**src/hw/rtl/spd_pkg.sv**
```systemverilog
// Shared types, constants and arithmetic helpers for the stereo ping-pong delay.
package spd_pkg;

	localparam int MAX_FRAMES = 4096;
	localparam int ADDR_W = $clog2(MAX_FRAMES);
	localparam int FILL_W = ADDR_W + 1;
	localparam int DELAY_W = 14;
	localparam int GAIN_W = 17;
	localparam int SAMPLE_W = 24;
	localparam int FRAMES_W = 13;
	localparam int SWAP_W = FILL_W + 1;
	localparam int PROD_W = SAMPLE_W + GAIN_W + 1;
	localparam int RND_W = PROD_W - 16;
	localparam int SUM_W = RND_W + 1;
	localparam int CFG_IDX_W = 2;
	localparam int CFG_DATA_W = 17;
	localparam int OUT_DEPTH = 8;
	localparam int OUT_PTR_W = $clog2(OUT_DEPTH);
	localparam int OUT_CNT_W = OUT_PTR_W + 1;
	localparam int SMALL_FRAMES = 8;

	localparam logic [GAIN_W-1:0] GAIN_ONE = GAIN_W'(65536);
	localparam logic [GAIN_W-1:0] GAIN_STEP = GAIN_W'(66);
	localparam logic [DELAY_W-1:0] DELAY_RESET = DELAY_W'(2048);
	localparam logic [GAIN_W-1:0] FEEDBACK_RESET = GAIN_W'(32768);
	localparam logic [GAIN_W-1:0] SPREAD_RESET = GAIN_W'(16384);
	localparam logic [FRAMES_W-1:0] FRAMES_SAT = '1;

	typedef enum logic [CFG_IDX_W-1:0] {
		REG_DELAY    = 2'd0,
		REG_FEEDBACK = 2'd1,
		REG_SPREAD   = 2'd2,
		REG_START    = 2'd3
	} spd_reg_t;

	typedef logic signed [SAMPLE_W-1:0] sample_t;

	typedef struct packed {
		sample_t right;
		sample_t left;
	} frame_t;

	typedef struct packed {
		frame_t            in_frame;
		logic [GAIN_W-1:0] gain_l;
		logic [GAIN_W-1:0] gain_r;
		logic [ADDR_W-1:0] hist_addr;
		logic              hist_ok;
		logic [ADDR_W-1:0] ring_raddr;
		logic              ring_ok;
		logic [ADDR_W-1:0] ring_waddr;
		logic              do_ring;
		logic              self_hit;
	} spd_cmd_t;

	function automatic logic signed [RND_W-1:0] round_q16(input logic signed [PROD_W-1:0] p);
		logic signed [PROD_W-1:0] t;
		t = p + PROD_W'(32768);
		return t[PROD_W-1:16];
	endfunction

	function automatic sample_t sat24(input logic signed [SUM_W-1:0] v);
		if (v > SUM_W'(8388607)) begin
			return sample_t'(24'h7FFFFF);
		end else if (v < -SUM_W'(8388608)) begin
			return sample_t'(24'h800000);
		end else begin
			return v[SAMPLE_W-1:0];
		end
	endfunction

endpackage

```
**src/hw/rtl/spd_out_fifo.sv**
```systemverilog
// Result queue between the memory pipeline and the output stream.
module spd_out_fifo import spd_pkg::*; (
	input  logic   clk,
	input  logic   arst_n,
	input  logic   push,
	input  frame_t push_data,
	input  logic   pop,
	output logic   valid,
	output frame_t data
);

	frame_t                slot_q [OUT_DEPTH];
	logic [OUT_PTR_W-1:0]  wr_q;
	logic [OUT_PTR_W-1:0]  rd_q;
	logic [OUT_CNT_W-1:0]  count_q;

	always_ff @(posedge clk) begin
		if (push) begin
			slot_q[wr_q] <= push_data;
		end
	end

	always_ff @(posedge clk or negedge arst_n) begin
		if (!arst_n) begin
			wr_q <= '0;
			rd_q <= '0;
			count_q <= '0;
		end else begin
			if (push) begin
				wr_q <= wr_q + OUT_PTR_W'(1);
			end
			if (pop) begin
				rd_q <= rd_q + OUT_PTR_W'(1);
			end
			if (push && !pop) begin
				count_q <= count_q + OUT_CNT_W'(1);
			end else if (pop && !push) begin
				count_q <= count_q - OUT_CNT_W'(1);
			end
		end
	end

	assign valid = count_q != '0;
	assign data = slot_q[rd_q];

	a_no_overflow: assert property (@(posedge clk) disable iff (!arst_n)
		push |-> count_q != OUT_CNT_W'(OUT_DEPTH) || pop)
		else $error("Result queue written while full.");

endmodule

```
**config.mk**
```make
export PLATFORM = sky130hd
export DESIGN_NAME = spd_out_fifo
export DESIGN_NICKNAME = d
export VERILOG_FILES = /design/src/hw/rtl/spd_pkg.sv /design/src/hw/rtl/spd_out_fifo.sv
export SDC_FILE = /design/constraint.sdc
export NUM_CORES = 1
export LEC_CHECK = 0
export BUFFER_PORTS_ARGS = -buffer_cell sky130_fd_sc_hd__clkbuf_2
export CAP_MARGIN = 10
export CORE_MARGIN = 5
export CORE_UTILIZATION = 59
export DETAILED_ROUTE_END_ITERATION = 8
export GPL_ROUTABILITY_DRIVEN = 0
export GPL_TIMING_DRIVEN = 0
export MAX_ROUTING_LAYER = met4
export PLACE_DENSITY = 0.78
export RECOVER_POWER = 25
export REMOVE_ABC_BUFFERS = 1
export SLEW_MARGIN = 15
export SYNTH_ARGS = -nofsm -noshare
export SYNTH_HDL_FRONTEND = slang
export SYNTH_SLANG_ARGS = --single-unit
```
**constraint.sdc**
```tcl
create_clock -name clk -period 4.9 [get_ports clk]
set_clock_uncertainty 0.1 [all_clocks]
set_input_delay 0.98 -clock clk [delete_from_list [all_inputs] [get_ports clk]]
set_output_delay 0.98 -clock clk [all_outputs]
set_load 0.02 [all_outputs]
```
==> reports/qor.yml, run 1 <==
ioPinCount: 101
global_route.usage.met3_pct: 4.23
rows: 58
drt_first_iter_violations: 575
maxClockFrequency_ghz: 0.259
synth_enable_flop_cells: 384
die_height_um: 170
portBuffers: 100
timing.final.setup_violations: 0
critical_path_maximum_fanout: 40
drt.antenna.violating_nets: 0
clock_sinks: 394
hp-class: "in -> async"
path_clk_slew_ns: 0.06
cts_inserted_buffers: 39
root_buffer: "clkbuf_16"
grt_overflow: 0
synthFlopType: "edfxtp_1"
grt_antenna_before_repair: 2
area_growth_from_synthesis_to_final_layout_pct: 18.7
cts_hold_buf: 0
drt_drc_violations_left: 0
fin_nets: 820
asyncSetResetFlopFracSynth_pct: 2.54
post-cts-setup-buffer-count: 0
hold_slack_ns: 0.349
rsz0062_at_grt: "false"
fillerInstances: 1433
post_route_cells_drive_above_1_share_pct: 40.2
globalRoute.busiestLayer: "met2"
gate_count_of_the_mapped_netlist: 614
placeableCoreArea_um2: 25300
synth.ff_latch_count: 394
critPathArrivalTime_ns: 2.78
dr.pass1.iters: 5
fin_tns_setup_ns: 0
dp_hpwl_um: 18200
cp_class: "reg -> out"
grt_usage_pct: 21.7
finalMaxSlewViolations: 0
synthesis.area_per_instance_um2: 24.7
vdd.ir_drop.worst_uv: 496
cp.required_ns: 3.82
layout.core_utilization_pct: 71.2
yosys_warnings: 0
vias_per_cell: 6.12
cts_tree: "done"
power_mw: 11.3
place_ws_ns: 1.54
ys_seq_area_share_pct: 77.8
timing.critical_path.to_type: "primary output"
leakage_nw: 6.01
cts_max_level: 2
post-route-worst-setup-slack_ns: 1.04
postCtsResizedCells: 0
timing.slew.headroom_pct: 38.1
start_util_pct: 60.0
final_period_minus_worst_setup_slack_ns: 3.86
fp.dieArea_um2: 29000
max_cap_viol_count: 0
timing_hold_violations_final: 0
gr-usage-met2_pct: 35.2
grt_first_pass_wirelength_um: 45100
route.detailed.wl_per_inst_um: 26.4
number_of_global_route_vias_before_repair: 7459
tightestPinTransition_ns: 0.923
worstSkewPairLatency_ns: 0.51
gr_met1_demand_resource_pct: 29.7
critical_path.startpoint_type: "flip-flop"
ys_types: 29
outcome: "finished, final reports clean"
final.period_utilization_pct: 78.9
postRouteWirelength_um: 29600
die_width_um: 170
cell_area_after_technology_mapping_um2: 15100
cts-root-to-sink-buffers: 3
via_count: 6852
maximum_number_of_pins_on_one_net_before_global_route_repair: 53
power_density_nw_per_um2: 630
==> metrics by stage <==
step,cells,instance area [um^2]
floorplan,586,15000
global placement,1016,15900
detailed placement,1051,16600
CTS,1118,18000
global route,1120,18000
finish,1120,18000
==> where the power goes <==
part           internal [mW]  leakage, nW  switching, mW  total (mW)
clock                   2.00        0.677           1.16        3.16
sequential              4.24         3.60          0.366        4.60
combinational           1.80         1.72           1.76        3.56
==> sequential cells by signal, indices dropped and copies added (netlist names) <==
register and count:
wr_q 3, rd_q 3, count_q 4, slot_q 384
==> logic make-up (layout without fill, tap and decap cells) <==
family          after synthesis  in the layout  synth area share, %
other cells                   0              2                    0
flops                       394            394                 77.8
buf+inv                      30            204                 1.31
compound gates                6              6                0.273
fa+ha+maj                     6              6                0.545
mux                         148            148                 19.0
xor+xnor                      6              6                0.347
simple gates                 24             24                0.777
==> final timing paths <==
kind                       slack (ns)  cells after the start       endpoint        from
max                              1.04                      4       data[38]     rd_q[0]
min                              0.35                      1        wr_q[1]      arst_n
max reg2reg                      2.39                      5  slot_q[2][18]     wr_q[1]
min reg2reg                      0.44                      2     count_q[2]  count_q[2]
max in group asynchronous        3.90                      1        rd_q[2]      arst_n
min in group clk                 0.44                      2     count_q[2]  count_q[2]
==> area by class of cell <==
class / count / area (um^2) / area share, %
clock inverter: 21 / 327 / 1.82
clock buffer: 46 / 1050 / 5.87
sequential: 394 / 11800 / 65.6
tap: 330 / 413 / 2.30
timing repair buffer: 135 / 1160 / 6.46
inverter: 2 / 7.51 / 0.0418
multi-input combinational: 190 / 3220 / 17.9
antenna: 2 / 5.00 / 0.0278
==> synthesized netlist by cell type (2+ instances only) <==
cell type / count / area [um^2]
xnor2_1: 4 / 35.0
nand3_1: 2 / 10.0
nor2_1: 6 / 22.5
o211ai_1: 2 / 15.0
mux4_2: 93 / 2090
xor2_1: 2 / 17.5
mux2_2: 21 / 236
edfxtp_1: 384 / 11500
mux2_4: 30 / 450
clkbuf_1: 11 / 41.3
or4_1: 2 / 15.0
nand2_1: 6 / 22.5
a21oi_1: 2 / 10.0
nand2b_1: 3 / 18.8
nor3_1: 3 / 15.0
dfrtp_1: 10 / 250
ha_1: 5 / 62.6
buf_12: 4 / 80.1
mux4_1: 3 / 78.8
buf_2: 11 / 55.1
inv_1: 2 / 7.51
==> routing by layer <==
layer  part of all wire, %  wire (um)  vias up
li1                      -          -     2922
met1                    41      12000     3683
met2                    52      15400      214
met3                   6.0       1780       33
met4                   1.2        367        0
met5                     0          0        -
==> critical path: stages (launching register included) <==
cell and delay [ns]:
dfrtp_4 0.83, buf_16 0.35, mux4_2 0.56, mux2_2 0.32
clkbuf_2 0.17
==> placed cells by master, fill, tap and decap left out, types with 6 or more instances in the layout <==
master / count
edfxtp_1: 384
mux4_2: 93
clkbuf_2: 70
clkbuf_16: 41
clkbuf_1: 34
mux2_4: 30
mux2_2: 21
buf_16: 21
buf_4: 10
bufinv_16: 9
dfrtp_1: 7
nand2_1: 6
nor2_4: 6
clkinv_1: 6
Note: power is estimated with default switching activity, not from simulation.
==> run 2: changes to the inputs <==
--- a/config.mk
+++ b/config.mk
@@ -8,12 +8,12 @@
 export BUFFER_PORTS_ARGS = -buffer_cell sky130_fd_sc_hd__clkbuf_2
 export CAP_MARGIN = 10
 export CORE_MARGIN = 5
-export CORE_UTILIZATION = 59
+export CORE_UTILIZATION = 54
 export DETAILED_ROUTE_END_ITERATION = 8
 export GPL_ROUTABILITY_DRIVEN = 0
 export GPL_TIMING_DRIVEN = 0
 export MAX_ROUTING_LAYER = met4
-export PLACE_DENSITY = 0.78
+export PLACE_DENSITY = 0.75
 export RECOVER_POWER = 25
 export REMOVE_ABC_BUFFERS = 1
 export SLEW_MARGIN = 15
==> constraint.sdc (replaced) <==
create_clock -name clk -period 3.13 [get_ports clk]
set_clock_uncertainty 0.1 [all_clocks]
set_input_delay 0.626 -clock clk [delete_from_list [all_inputs] [get_ports clk]]
set_output_delay 0.626 -clock clk [all_outputs]
set_load 0.02 [all_outputs]
==> reports/qor.yml, run 2 (synthesis results as in run 1) <==
outcome: "finished, final reports clean"  # unchanged
start_util_pct: 54.7  # was 60.0%
layout_commonest_cell: "edfxtp_1"  # unchanged
finalMaxSlewViolations: 0  # unchanged
clock_sinks: 394  # unchanged
cts_max_level: 2  # unchanged
portBuffers: 100  # unchanged
timing.final.setup_violations: 0  # unchanged
critical_path_maximum_fanout: 13  # was 40
die_height_um: 177  # was 170 um
placeableCoreArea_um2: 27700  # was 25300 um^2
path_clk_slew_ns: 0.06  # about the same
final-instance-count-excl-fill: 1178  # was 1120
cts-root-to-sink-buffers: 3  # unchanged
cp.required_ns: 2.40  # was 3.82 ns
worstRegToRegCells: 9  # was 5
timing.critical_path.to_type: "primary output"  # unchanged
grt_antenna_before_repair: 2  # unchanged
via_count: 6796  # was 6852
maxClockFrequency_ghz: 0.325
grt_usage_pct: 19.7  # was 21.7%
rsz0062_at_grt: "true"  # was false
post_route_cells_drive_above_1_share_pct: 40.0  # was 40.2%
maximum_number_of_pins_on_one_net_before_global_route_repair: 43  # was 53
drt_drc_violations_left: 0  # unchanged
drt_first_iter_violations: 526  # was 575
grt_first_pass_wirelength_um: 44500  # was 45100 um
ioPinCount: 101  # unchanged
vias_per_cell: 5.77  # was 6.12
timing_hold_violations_final: 0  # unchanged
commonest_non_fill_non_tap_cells_in_the_layout: "edfxtp_1 (384), mux4_2 (94), clkbuf_2 (58)"  # was edfxtp_1 (384), mux4_2 (93), clkbuf_2 (70)
drt.antenna.violating_nets: 0  # unchanged
largest-register: "slot_q"  # unchanged
r2r_start: "wr_q[1]"  # unchanged
fp.dieArea_um2: 31500  # was 29000 um^2
root_buffer: "clkbuf_16"  # unchanged
fin_tns_setup_ns: 0  # unchanged
holdPathEnd: "wr_q[0]"
timing.slew.headroom_pct: 43.0  # was 38.1%
fin_nets: 828  # was 820
dpl.cell_count: 1098  # was 1051
final_period_minus_worst_setup_slack_ns: 3.08
vdd.ir_drop.worst_uv: 602  # was 496 uV
flip_flop_count_of_the_largest_register_after_layout: 384  # unchanged
rows: 61  # was 58
critPathArrivalTime_ns: 2.35  # was 2.78 ns
route.detailed.wl_per_inst_um: 25.1  # was 26.4 um
power_density_nw_per_um2: 979  # was 630 nW/um^2
critical_path.startpoint_type: "flip-flop"  # unchanged
worstSkewPairLatency_ns: 0.51  # about the same
timing.critical_path.slowest_stage_cell: "mux4_2"  # was dfrtp_4
critical_path.reg2reg.endpoint: "slot_q[0][14]"  # was slot_q[2][18]
cts_tree: "done"  # unchanged
hold_path_depth: 2
leakage_nw: 5.97  # was 6.01 nW
tightestPinTransition_ns: 0.853  # was 0.923 ns
number_of_global_route_vias_before_repair: 7337  # was 7459
postRouteWirelength_um: 29500  # was 29600 um
dp_hpwl_um: 17700  # was 18200 um
grt_overflow: 0  # unchanged
cp_slowest_stage_delay_ns: 0.52  # was 0.83 ns
die_width_um: 177  # was 170 um
hp-class: "in -> reg"  # was in -> async
reg_top3: "slot_q: 384 flops, count_q: 4 flops"  # unchanged
area_growth_from_synthesis_to_final_layout_pct: 18.6  # was 18.7%
cp_class: "reg -> out"  # unchanged
worst_hold_startpoint: "push"
crit_path_cell_trace: "buf_4, buf_16, mux4_2, mux2_2, clkbuf_2"  # was buf_16, mux4_2, mux2_2, clkbuf_2
r2r_slack_ns: 0.29  # was 2.39 ns
final.period_utilization_pct: 98.3
max_cap_viol_count: 0  # unchanged
cts_inserted_buffers: 41  # was 39
dr.pass1.iters: 4  # was 5
run 2: changes by cell type in the layout (fill, tap and decap cells not counted), moves of 11 or more:
cell / before / now
buf_12: 0 / 11
buf_6: 4 / 16
buf_16: 21 / 10
clkbuf_2: 70 / 58
run 2: area by class of cell:
cell class | count | area [um^2]
tap | 378 | 473
clock inverter | 20 | 198
inverter | 2 | 7.51
sequential | 394 | 11800
clock buffer | 51 | 1060
multi-input combinational | 190 | 3230
antenna | 2 | 5.00
timing repair buffer | 141 | 1190
fill | 1791 | 9740
run 2: how the worst max path moves through the flow:
stage	slack, ns	endpoint	start
floorplan	-2.36	data[16]	rd_q[0]
global placement	-5.28	slot_q[2][14]	push
detailed placement	-0.07	slot_q[0][14]	push
CTS	0.006	data[33]	rd_q[0]
global route	-0.05	data[0]	rd_q[0]
finish	0.05	data[46]	rd_q[0]
run 2: layer usage:
layer / up-vias / GRT usage (%) / wire length [um]
met4: 0 / 4.64 / 615
met5: - / - / 0
met1: 3598 / 24.8 / 11400
met2: 220 / 33.4 / 15600
li1: 2930 / - / -
met3: 48 / 4.35 / 1900
run 2: through the flow:
step                utilization, %  setup slack [ns]  area [um^2]  total power [mW]  hold slack (ns)
floorplan                        -             -2.36        15000              11.0            0.230
global placement              57.5             -5.28        15900              12.1            0.388
detailed placement            59.8           -0.0744        16600              12.9            0.412
CTS                           64.7           0.00593        17900              17.6            0.248
global route                  64.8           -0.0457        18000              18.3            0.292
finish                        64.8            0.0536        18000              17.6            0.285
run 2: power by group:
part | internal [mW] | switching, mW | leakage [nW]
registers | 6.64 | 0.415 | 3.60
clock network | 2.73 | 1.84 | 0.613
logic | 3.00 | 2.97 | 1.75
run 2: what timing repair did:
action                                  4_1_cts  5_1_grt
setup buffers                                 6        0
endpoints found under the hold margin        10        0
hold buffers                                  1        0
resized for setup                             0       34
endpoints found under the setup margin       44       34
run 2: worst max-delay path, delay by kind of cell (launching register included):
kind                   cells  cell delay, ns
multiplexers               2            0.81
flip-flops                 1            0.50
buffers and inverters      3            0.52
