## src/hw/rtl/spd_pkg.sv

```systemverilog
// Shared types, constants and arithmetic helpers for the stereo ping-pong delay.
package spd_pkg;

	localparam int MAX_FRAMES = 4096;
	localparam int ADDR_W = $clog2(MAX_FRAMES);
	localparam int FILL_W = ADDR_W + 1;
	localparam int DELAY_W = 14;
	localparam int GAIN_W = 17;
	localparam int SAMPLE_W = 24;
	localparam int FRAMES_W = 13;
	localparam int SWAP_W = FILL_W + 1;
	localparam int PROD_W = SAMPLE_W + GAIN_W + 1;
	localparam int RND_W = PROD_W - 16;
	localparam int SUM_W = RND_W + 1;
	localparam int CFG_IDX_W = 2;
	localparam int CFG_DATA_W = 17;
	localparam int OUT_DEPTH = 8;
	localparam int OUT_PTR_W = $clog2(OUT_DEPTH);
	localparam int OUT_CNT_W = OUT_PTR_W + 1;
	localparam int SMALL_FRAMES = 8;

	localparam logic [GAIN_W-1:0] GAIN_ONE = GAIN_W'(65536);
	localparam logic [GAIN_W-1:0] GAIN_STEP = GAIN_W'(66);
	localparam logic [DELAY_W-1:0] DELAY_RESET = DELAY_W'(2048);
	localparam logic [GAIN_W-1:0] FEEDBACK_RESET = GAIN_W'(32768);
	localparam logic [GAIN_W-1:0] SPREAD_RESET = GAIN_W'(16384);
	localparam logic [FRAMES_W-1:0] FRAMES_SAT = '1;

	typedef enum logic [CFG_IDX_W-1:0] {
		REG_DELAY    = 2'd0,
		REG_FEEDBACK = 2'd1,
		REG_SPREAD   = 2'd2,
		REG_START    = 2'd3
	} spd_reg_t;

	typedef logic signed [SAMPLE_W-1:0] sample_t;

	typedef struct packed {
		sample_t right;
		sample_t left;
	} frame_t;

	typedef struct packed {
		frame_t            in_frame;
		logic [GAIN_W-1:0] gain_l;
		logic [GAIN_W-1:0] gain_r;
		logic [ADDR_W-1:0] hist_addr;
		logic              hist_ok;
		logic [ADDR_W-1:0] ring_raddr;
		logic              ring_ok;
		logic [ADDR_W-1:0] ring_waddr;
		logic              do_ring;
		logic              self_hit;
	} spd_cmd_t;

	function automatic logic signed [RND_W-1:0] round_q16(input logic signed [PROD_W-1:0] p);
		logic signed [PROD_W-1:0] t;
		t = p + PROD_W'(32768);
		return t[PROD_W-1:16];
	endfunction

	function automatic sample_t sat24(input logic signed [SUM_W-1:0] v);
		if (v > SUM_W'(8388607)) begin
			return sample_t'(24'h7FFFFF);
		end else if (v < -SUM_W'(8388608)) begin
			return sample_t'(24'h800000);
		end else begin
			return v[SAMPLE_W-1:0];
		end
	endfunction

endpackage

```

## src/hw/rtl/spd_ctrl.sv

```systemverilog
// Control state: configuration registers, pointers, fill counts, gain ramps and side swap.
module spd_ctrl import spd_pkg::*; (
	input  logic                  clk,
	input  logic                  arst_n,
	input  logic                  cfg_valid,
	input  logic [CFG_IDX_W-1:0]  cfg_index,
	input  logic [CFG_DATA_W-1:0] cfg_data,
	output logic                  cfg_ready,
	input  logic                  accept,
	input  logic                  last_frame,
	input  frame_t                in_frame,
	output spd_cmd_t              cmd,
	output logic [GAIN_W-1:0]     fb_gain,
	output logic                  small_delay
);

	logic [DELAY_W-1:0]  delay_q;
	logic [GAIN_W-1:0]   fb_q;
	logic [GAIN_W-1:0]   spread_q;
	logic                start_side_q;

	logic [ADDR_W-1:0]   rp_q;
	logic [ADDR_W-1:0]   hp_q;
	logic [FILL_W-1:0]   ring_fill_q;
	logic [FILL_W-1:0]   hist_fill_q;
	logic [GAIN_W-1:0]   gain_l_q;
	logic [GAIN_W-1:0]   gain_r_q;
	logic                decay_l_q;
	logic                decay_r_q;
	logic                side_q;
	logic [SWAP_W-1:0]   swap_q;
	logic [FRAMES_W-1:0] seen_q;

	logic [DELAY_W-2:0]  half_c;
	logic [FILL_W-1:0]   frames_c;
	logic [SWAP_W-1:0]   span_c;
	logic [ADDR_W-1:0]   rpw_c;
	logic [ADDR_W-1:0]   hpw_c;
	logic [FILL_W-1:0]   rp_inc_c;
	logic [FILL_W-1:0]   hp_inc_c;
	logic [ADDR_W-1:0]   rp_adv_c;
	logic [ADDR_W-1:0]   hp_next_c;
	logic [FILL_W-1:0]   ring_fill_c;
	logic [FILL_W-1:0]   hist_fill_c;
	logic                do_ring_c;
	logic                side0_c;
	logic                swap_c;

	function automatic logic [GAIN_W-1:0] ramp(input logic [GAIN_W-1:0] g, input logic dec,
			input logic [GAIN_W-1:0] floor_g);
		logic [GAIN_W-1:0] r;
		r = g;
		if (!dec) begin
			if (g < GAIN_ONE) begin
				r = g + GAIN_STEP;
			end
		end else if (g > floor_g) begin
			r = (g > GAIN_STEP) ? g - GAIN_STEP : '0;
		end
		return r;
	endfunction

	assign cfg_ready = 1'b1;
	assign fb_gain = fb_q;

	always_comb begin
		half_c = delay_q[DELAY_W-1:1];
		if (half_c == '0) begin
			frames_c = FILL_W'(1);
		end else if (half_c > (DELAY_W-1)'(MAX_FRAMES)) begin
			frames_c = FILL_W'(MAX_FRAMES);
		end else begin
			frames_c = FILL_W'(half_c);
		end
		span_c = {frames_c, 1'b0};
		small_delay = frames_c < FILL_W'(SMALL_FRAMES);

		rpw_c = ({1'b0, rp_q} >= frames_c) ? '0 : rp_q;
		hpw_c = ({1'b0, hp_q} >= frames_c) ? '0 : hp_q;
		do_ring_c = FILL_W'(seen_q) > frames_c;

		rp_inc_c = {1'b0, rpw_c} + FILL_W'(1);
		if (do_ring_c) begin
			rp_adv_c = (rp_inc_c == frames_c) ? '0 : rp_inc_c[ADDR_W-1:0];
			ring_fill_c = (rp_inc_c > ring_fill_q) ? rp_inc_c : ring_fill_q;
		end else begin
			rp_adv_c = rpw_c;
			ring_fill_c = ring_fill_q;
		end

		hp_inc_c = {1'b0, hpw_c} + FILL_W'(1);
		hp_next_c = (hp_inc_c == frames_c) ? '0 : hp_inc_c[ADDR_W-1:0];
		hist_fill_c = (hp_inc_c > hist_fill_q) ? hp_inc_c : hist_fill_q;

		side0_c = (seen_q == '0) ? start_side_q : side_q;
		swap_c = swap_q > span_c;

		cmd.in_frame = in_frame;
		cmd.gain_l = gain_l_q;
		cmd.gain_r = gain_r_q;
		cmd.hist_addr = hpw_c;
		cmd.hist_ok = {1'b0, hpw_c} < hist_fill_q;
		cmd.ring_raddr = rp_adv_c;
		cmd.ring_ok = {1'b0, rp_adv_c} < ring_fill_c;
		cmd.ring_waddr = rpw_c;
		cmd.do_ring = do_ring_c;
		cmd.self_hit = do_ring_c && (rp_adv_c == rpw_c);
	end

	always_ff @(posedge clk or negedge arst_n) begin
		if (!arst_n) begin
			delay_q <= DELAY_RESET;
			fb_q <= FEEDBACK_RESET;
			spread_q <= SPREAD_RESET;
			start_side_q <= 1'b0;
		end else if (cfg_valid && cfg_ready) begin
			unique case (spd_reg_t'(cfg_index))
				REG_DELAY:    delay_q <= cfg_data[DELAY_W-1:0];
				REG_FEEDBACK: fb_q <= cfg_data[GAIN_W-1:0];
				REG_SPREAD:   spread_q <= cfg_data[GAIN_W-1:0];
				REG_START:    start_side_q <= cfg_data[0];
			endcase
		end
	end

	always_ff @(posedge clk or negedge arst_n) begin
		if (!arst_n) begin
			rp_q <= '0;
			hp_q <= '0;
			ring_fill_q <= '0;
			hist_fill_q <= '0;
			gain_l_q <= '0;
			gain_r_q <= '0;
			decay_l_q <= 1'b0;
			decay_r_q <= 1'b0;
			side_q <= 1'b0;
			swap_q <= '0;
			seen_q <= '0;
		end else if (accept) begin
			if (last_frame) begin
				rp_q <= '0;
				hp_q <= '0;
				ring_fill_q <= '0;
				hist_fill_q <= '0;
				gain_l_q <= '0;
				gain_r_q <= '0;
				decay_l_q <= 1'b0;
				decay_r_q <= 1'b0;
				side_q <= start_side_q;
				swap_q <= '0;
				seen_q <= '0;
			end else begin
				rp_q <= rp_adv_c;
				hp_q <= hp_next_c;
				ring_fill_q <= ring_fill_c;
				hist_fill_q <= hist_fill_c;
				gain_l_q <= ramp(gain_l_q, decay_l_q, spread_q);
				gain_r_q <= ramp(gain_r_q, decay_r_q, spread_q);
				if (swap_c) begin
					side_q <= ~side0_c;
					decay_l_q <= side0_c;
					decay_r_q <= ~side0_c;
					swap_q <= '0;
				end else begin
					side_q <= side0_c;
					swap_q <= swap_q + SWAP_W'(1);
				end
				if (seen_q != FRAMES_SAT) begin
					seen_q <= seen_q + FRAMES_W'(1);
				end
			end
		end
	end

	a_seen_advances: assert property (@(posedge clk) disable iff (!arst_n)
		accept && !last_frame |=> seen_q != '0)
		else $error("Frame count did not advance after an accepted word.");

	a_fill_bounded: assert property (@(posedge clk) disable iff (!arst_n)
		hist_fill_q <= FILL_W'(MAX_FRAMES) && ring_fill_q <= FILL_W'(MAX_FRAMES))
		else $error("Fill count exceeds the memory depth.");

endmodule

```

## config.mk

```make
export PLATFORM = sky130hd
export DESIGN_NAME = spd_ctrl
export DESIGN_NICKNAME = d
export VERILOG_FILES = /design/src/hw/rtl/spd_pkg.sv /design/src/hw/rtl/spd_ctrl.sv
export SDC_FILE = /design/constraint.sdc
export NUM_CORES = 1
export LEC_CHECK = 0
export ABC_CLOCK_PERIOD_IN_PS = 11800
export BUFFER_PORTS_ARGS = -buffer_cell sky130_fd_sc_hd__buf_2
export CORE_MARGIN = 2
export CORE_UTILIZATION = 23
export CTS_CLUSTER_DIAMETER = 200
export DETAILED_ROUTE_END_ITERATION = 6
export PLACE_DENSITY = 0.44
export SYNTH_ARGS = -nofsm -noshare
export SYNTH_HDL_FRONTEND = slang
export SYNTH_SLANG_ARGS = --single-unit
```

## constraint.sdc

```tcl
create_clock -name clk -period 11.8 [get_ports clk]
set_input_delay 2.36 -clock clk [delete_from_list [all_inputs] [get_ports clk]]
set_output_delay 2.36 -clock clk [all_outputs]
set_load 0.02 [all_outputs]
```

==> impl_metrics.csv <==
group,metric,value,unit
run_status,outcome,"complete, no violations",
synthesis,synth_commonest_cells,"sky130_fd_sc_hd__dfrtp_1, sky130_fd_sc_hd__ha_1, sky130_fd_sc_hd__nor2_1, sky130_fd_sc_hd__inv_1, sky130_fd_sc_hd__nand2_1",
clock_network,post_cts.resized_instances,0,
clock_network,cts_sinks,160,
cells_and_area,nNetsFinal,1603,
synthesis,synth_edf_count,0,
routing,route.antenna.remaining_nets,0,
routing,drt_pass1_iterations,5,
timing,final_max_slew_viol_count,0,
synthesis,synthTopCellsByArea,"sky130_fd_sc_hd__dfrtp_1, sky130_fd_sc_hd__ha_1, sky130_fd_sc_hd__mux2_2, sky130_fd_sc_hd__buf_4, sky130_fd_sc_hd__nor2_1",
synthesis,flop_and_latch_count_out_of_synthesis,160,
synthesis,average_instance_area_after_synthesis,9.051,um^2
setup_path,critical_path.startpoint,"delay_q[13]$_DFFE_PN0P_",
setup_path,r2r-start,"delay_q[5]$_DFFE_PN0P_",
power_and_ir_drop,ir_drop,0.1277,mV
clock_network,clkLatencyLatePin,0.49,ns
synthesis,synth.cell_area,12230,um^2
timing,rsz0062_at_grt,"no",
floorplan,io-pin-count,213,
placed_design,finalWeightedCongestion,0.8805,
setup_path,path_max_fanout,17,
setup_path,crit_path_max_incr_delay,0.78,ns
clock_network,clk_transition_reported_paths,0.06,ns
cells_and_area,fin_area,13740,um^2
cells_and_area,area_delta_synth_final,12.34,%
timing,tightest_slew,1.118,ns
clock_network,cts_post_setup_buffers_inserted,0,
synthesis,leading_register_cell_type_out_of_synthesis,"sky130_fd_sc_hd__dfrtp_1",
power_and_ir_drop,powerDensity,175.1,nW/um^2
routing,detailroute.via_count,10300,
routing,route.detailed.wl_per_inst,18.50,um
timing,setup_violations,0,
setup_path,cp-end-kind,"output pin",
cells_and_area,final.fill_count,5687,
synthesis,synth_cells,1351,
placed_design,cell_area_placed,13120,um^2
timing,timing.hold.ws,0.5031,ns
worst_hold_path,holdCritStartpoint,"hist_fill_q[9]$_DFFE_PN0P_",
clock_network,cts_max_level,4,
timing,final_hold_violation_count,0,
setup_path,critPathSlowestCell,"sky130_fd_sc_hd__o311a_1",
global_route,globalRouteMet3Util,3.222,%
global_route,first_global_vias,10210,
synthesis,synthDominantCellAreaShare,32.13,%
global_route,grt_most_used_layer,"met2",
floorplan,die_span_y,234.6,um
timing,finalCriticalPeriod,10.12,ns
clock_network,holdBufCountCts,0,
power_and_ir_drop,total_leakage_power,6.370,nW
synthesis,synth_seq_area_share,32.77,%
synthesis,cell_taking_the_most_area_after_synthesis,"sky130_fd_sc_hd__dfrtp_1",
placed_design,place_ws,2.267,ns
timing,max-slew-margin-rel,25.15,%
synthesis,synth.distinct_cells,74,
global_route,use_met2,22.47,%
clock_network,cts_max_path_buffers,2,
clock_network,number_of_cts_inserted_buffers,17,
placed_design,detailed_place_hpwl,29.08,mm
global_route,largest_net_degree_at_the_start_of_global_routing,62,
cells_and_area,finish.cell_count_without_fillers,2090,
synthesis,post-synth-top-count-cell,"sky130_fd_sc_hd__dfrtp_1",
placed_design,portBuffers,113,
global_route,gr-total-overflow,0,
global_route,grt_antenna_before_repair,0,
global_route,grt_usage,14.49,%
timing,final.setup.worst_slack,1.681,ns
routing,route.final.wire_length,38.68,mm
setup_path,worstPathRequired,9.44,ns
timing,fin_tns_setup,0,ns
floorplan,die_width,234.6,um
cells_and_area,drive_above_1_share,15.41,%
global_route,grt_first_pass_wirelength,60.86,mm
floorplan,initial_core_util,23.27,%
worst_hold_path,hold_path.class,"reg2reg",
clock_network,cts-root-buf,"sky130_fd_sc_hd__clkbuf_16",
floorplan,design.core.area,52550,um^2
timing,max_freq,98.82,MHz
setup_path,worst_path_most_repeated_cell,"sky130_fd_sc_hd__nand2_1",
clock_network,clock_tree_from_tritoncts,"yes",
setup_path,worst_setup_path_start_kind,"flop",
floorplan,fp-row-count,84,
timing,portion_of_the_clock_cycle_consumed_by_the_worst_path_in_the_final_layout,85.75,%
run,maxCapViolations,0,
floorplan,design.die.area,55030,um^2
synthesis,ys_warn_count,0,
synthesis,synth-async-reset-ratio,100.0,%
cells_and_area,antennaDiodeCount,0,
routing,drc_violation_count_after_routing,0,
setup_path,cp_data_arrival_time,7.76,ns
placed_design,placed_cells,2058,
global_route,gr-usage-met1,20.09,%
routing,drt-initial-drc-count,615,
setup_path,criticalPathCategory,"reg2out",
timing,skew,0.01322,ns
routing,vias_per_cell,4.928,
==> sequential cells by signal, indices dropped and copies added (netlist names) <==
signal	count
decay_l_q	1
decay_r_q	1
delay_q	13
fb_gain	17
gain_l_q	16
gain_r_q	16
hist_fill_q	13
hp_q	12
ring_fill_q	13
rp_q	12
seen_q	13
side_q	1
spread_q	17
start_side_q	1
swap_q	14
==> routing by layer <==
metal  routed length [um]  vias up
met1                18880     5070
met5                    0        -
met4                  512        0
li1                     -     4938
met3                 2001       32
met2                17280      260
==> per-stage QoR <==
step | power (mW) | utilization (%)
2_1_floorplan | 1.508 | -
3_3_place_gp | 1.796 | 24.97
3_5_place_dp | 1.808 | 24.97
4_1_cts | 2.431 | 26.14
5_1_grt | 2.592 | 26.14
6_report | 2.405 | 26.14
==> critical path, delay by kind of cell, from the launching register on <==
family                   cells  cell delay (ns)
buffers and inverters        4             0.73
flip-flops                   1             0.59
multiplexers                 1             0.34
AND/OR/NAND/NOR              9             1.41
XOR/XNOR                     1             0.24
AO/OA/AOI/OAI               11             2.62
adder cells (fa/ha/maj)      4             1.30
==> final cells by class <==
class | instances | area, um^2 | area share [%]
multi-input cells | 999 | 7276 | 52.96
flip-flops and latches | 160 | 4008 | 29.17
well taps | 688 | 860.8 | 6.267
repair buffers | 123 | 646.9 | 4.709
clock buffers | 21 | 460.4 | 3.352
inverters | 88 | 332.8 | 2.423
clock inverters | 11 | 152.6 | 1.111
==> worst paths after layout <==
check,slack (ns),end,depth (start not counted)
setup / recovery,1.68,cmd[14],30
hold / removal,0.50,hist_fill_q[9]$_DFFE_PN0P_,1
setup reg to reg,5.02,hist_fill_q[1]$_DFFE_PN0P_,24
hold reg to reg,0.50,hist_fill_q[9]$_DFFE_PN0P_,1
max in group asynchronous,8.12,fb_gain[11]$_DFFE_PN0P_,3
min in group asynchronous,1.87,hist_fill_q[12]$_DFFE_PN0P_,1
==> report_power, final <==
part,total [mW],switching [mW],internal [mW]
combinational,0.980,0.583,0.398
sequential,0.818,0.174,0.643
clock,0.608,0.262,0.346
==> logic make-up (layout without fill, tap and decap cells) <==
logic type | after synthesis | in the layout | synth area share [%]
xor gates and xnor gates | 58 | 58 | 4.154
adders and majority gates | 142 | 142 | 14.53
and+or+nand+nor | 407 | 407 | 16.95
muxes | 67 | 67 | 5.986
AOI/OAI and AO/OA | 322 | 322 | 17.74
other | 2 | 3 | 0.06142
buffers and inverters | 193 | 243 | 7.797
DFF | 160 | 160 | 32.77
==> layout by cell type, fill, tap and decap left out, types with 7 or more instances in the layout <==
cell	count
sky130_fd_sc_hd__and4_1	8
sky130_fd_sc_hd__mux2_2	49
sky130_fd_sc_hd__buf_2	112
sky130_fd_sc_hd__dfrtp_1	157
sky130_fd_sc_hd__a21o_1	25
sky130_fd_sc_hd__o211ai_1	9
sky130_fd_sc_hd__xor2_1	24
sky130_fd_sc_hd__nand2b_1	10
sky130_fd_sc_hd__ha_1	142
sky130_fd_sc_hd__nor4_1	16
sky130_fd_sc_hd__inv_1	87
sky130_fd_sc_hd__nand4_1	31
sky130_fd_sc_hd__xnor2_1	34
sky130_fd_sc_hd__o31ai_1	30
sky130_fd_sc_hd__buf_4	10
sky130_fd_sc_hd__nor2b_1	42
sky130_fd_sc_hd__a211oi_1	7
sky130_fd_sc_hd__clkbuf_16	17
sky130_fd_sc_hd__o21ai_0	62
sky130_fd_sc_hd__and3_1	26
sky130_fd_sc_hd__a21oi_1	59
sky130_fd_sc_hd__mux2i_1	18
sky130_fd_sc_hd__nand2_1	86
sky130_fd_sc_hd__a31oi_1	9
sky130_fd_sc_hd__o21ai_1	7
sky130_fd_sc_hd__o21a_1	13
sky130_fd_sc_hd__a22o_1	29
sky130_fd_sc_hd__nor3_1	20
sky130_fd_sc_hd__and2_1	7
sky130_fd_sc_hd__nor2_1	105
sky130_fd_sc_hd__nand3_1	28
sky130_fd_sc_hd__o22ai_1	25
Power figures use the tool's default switching activity.
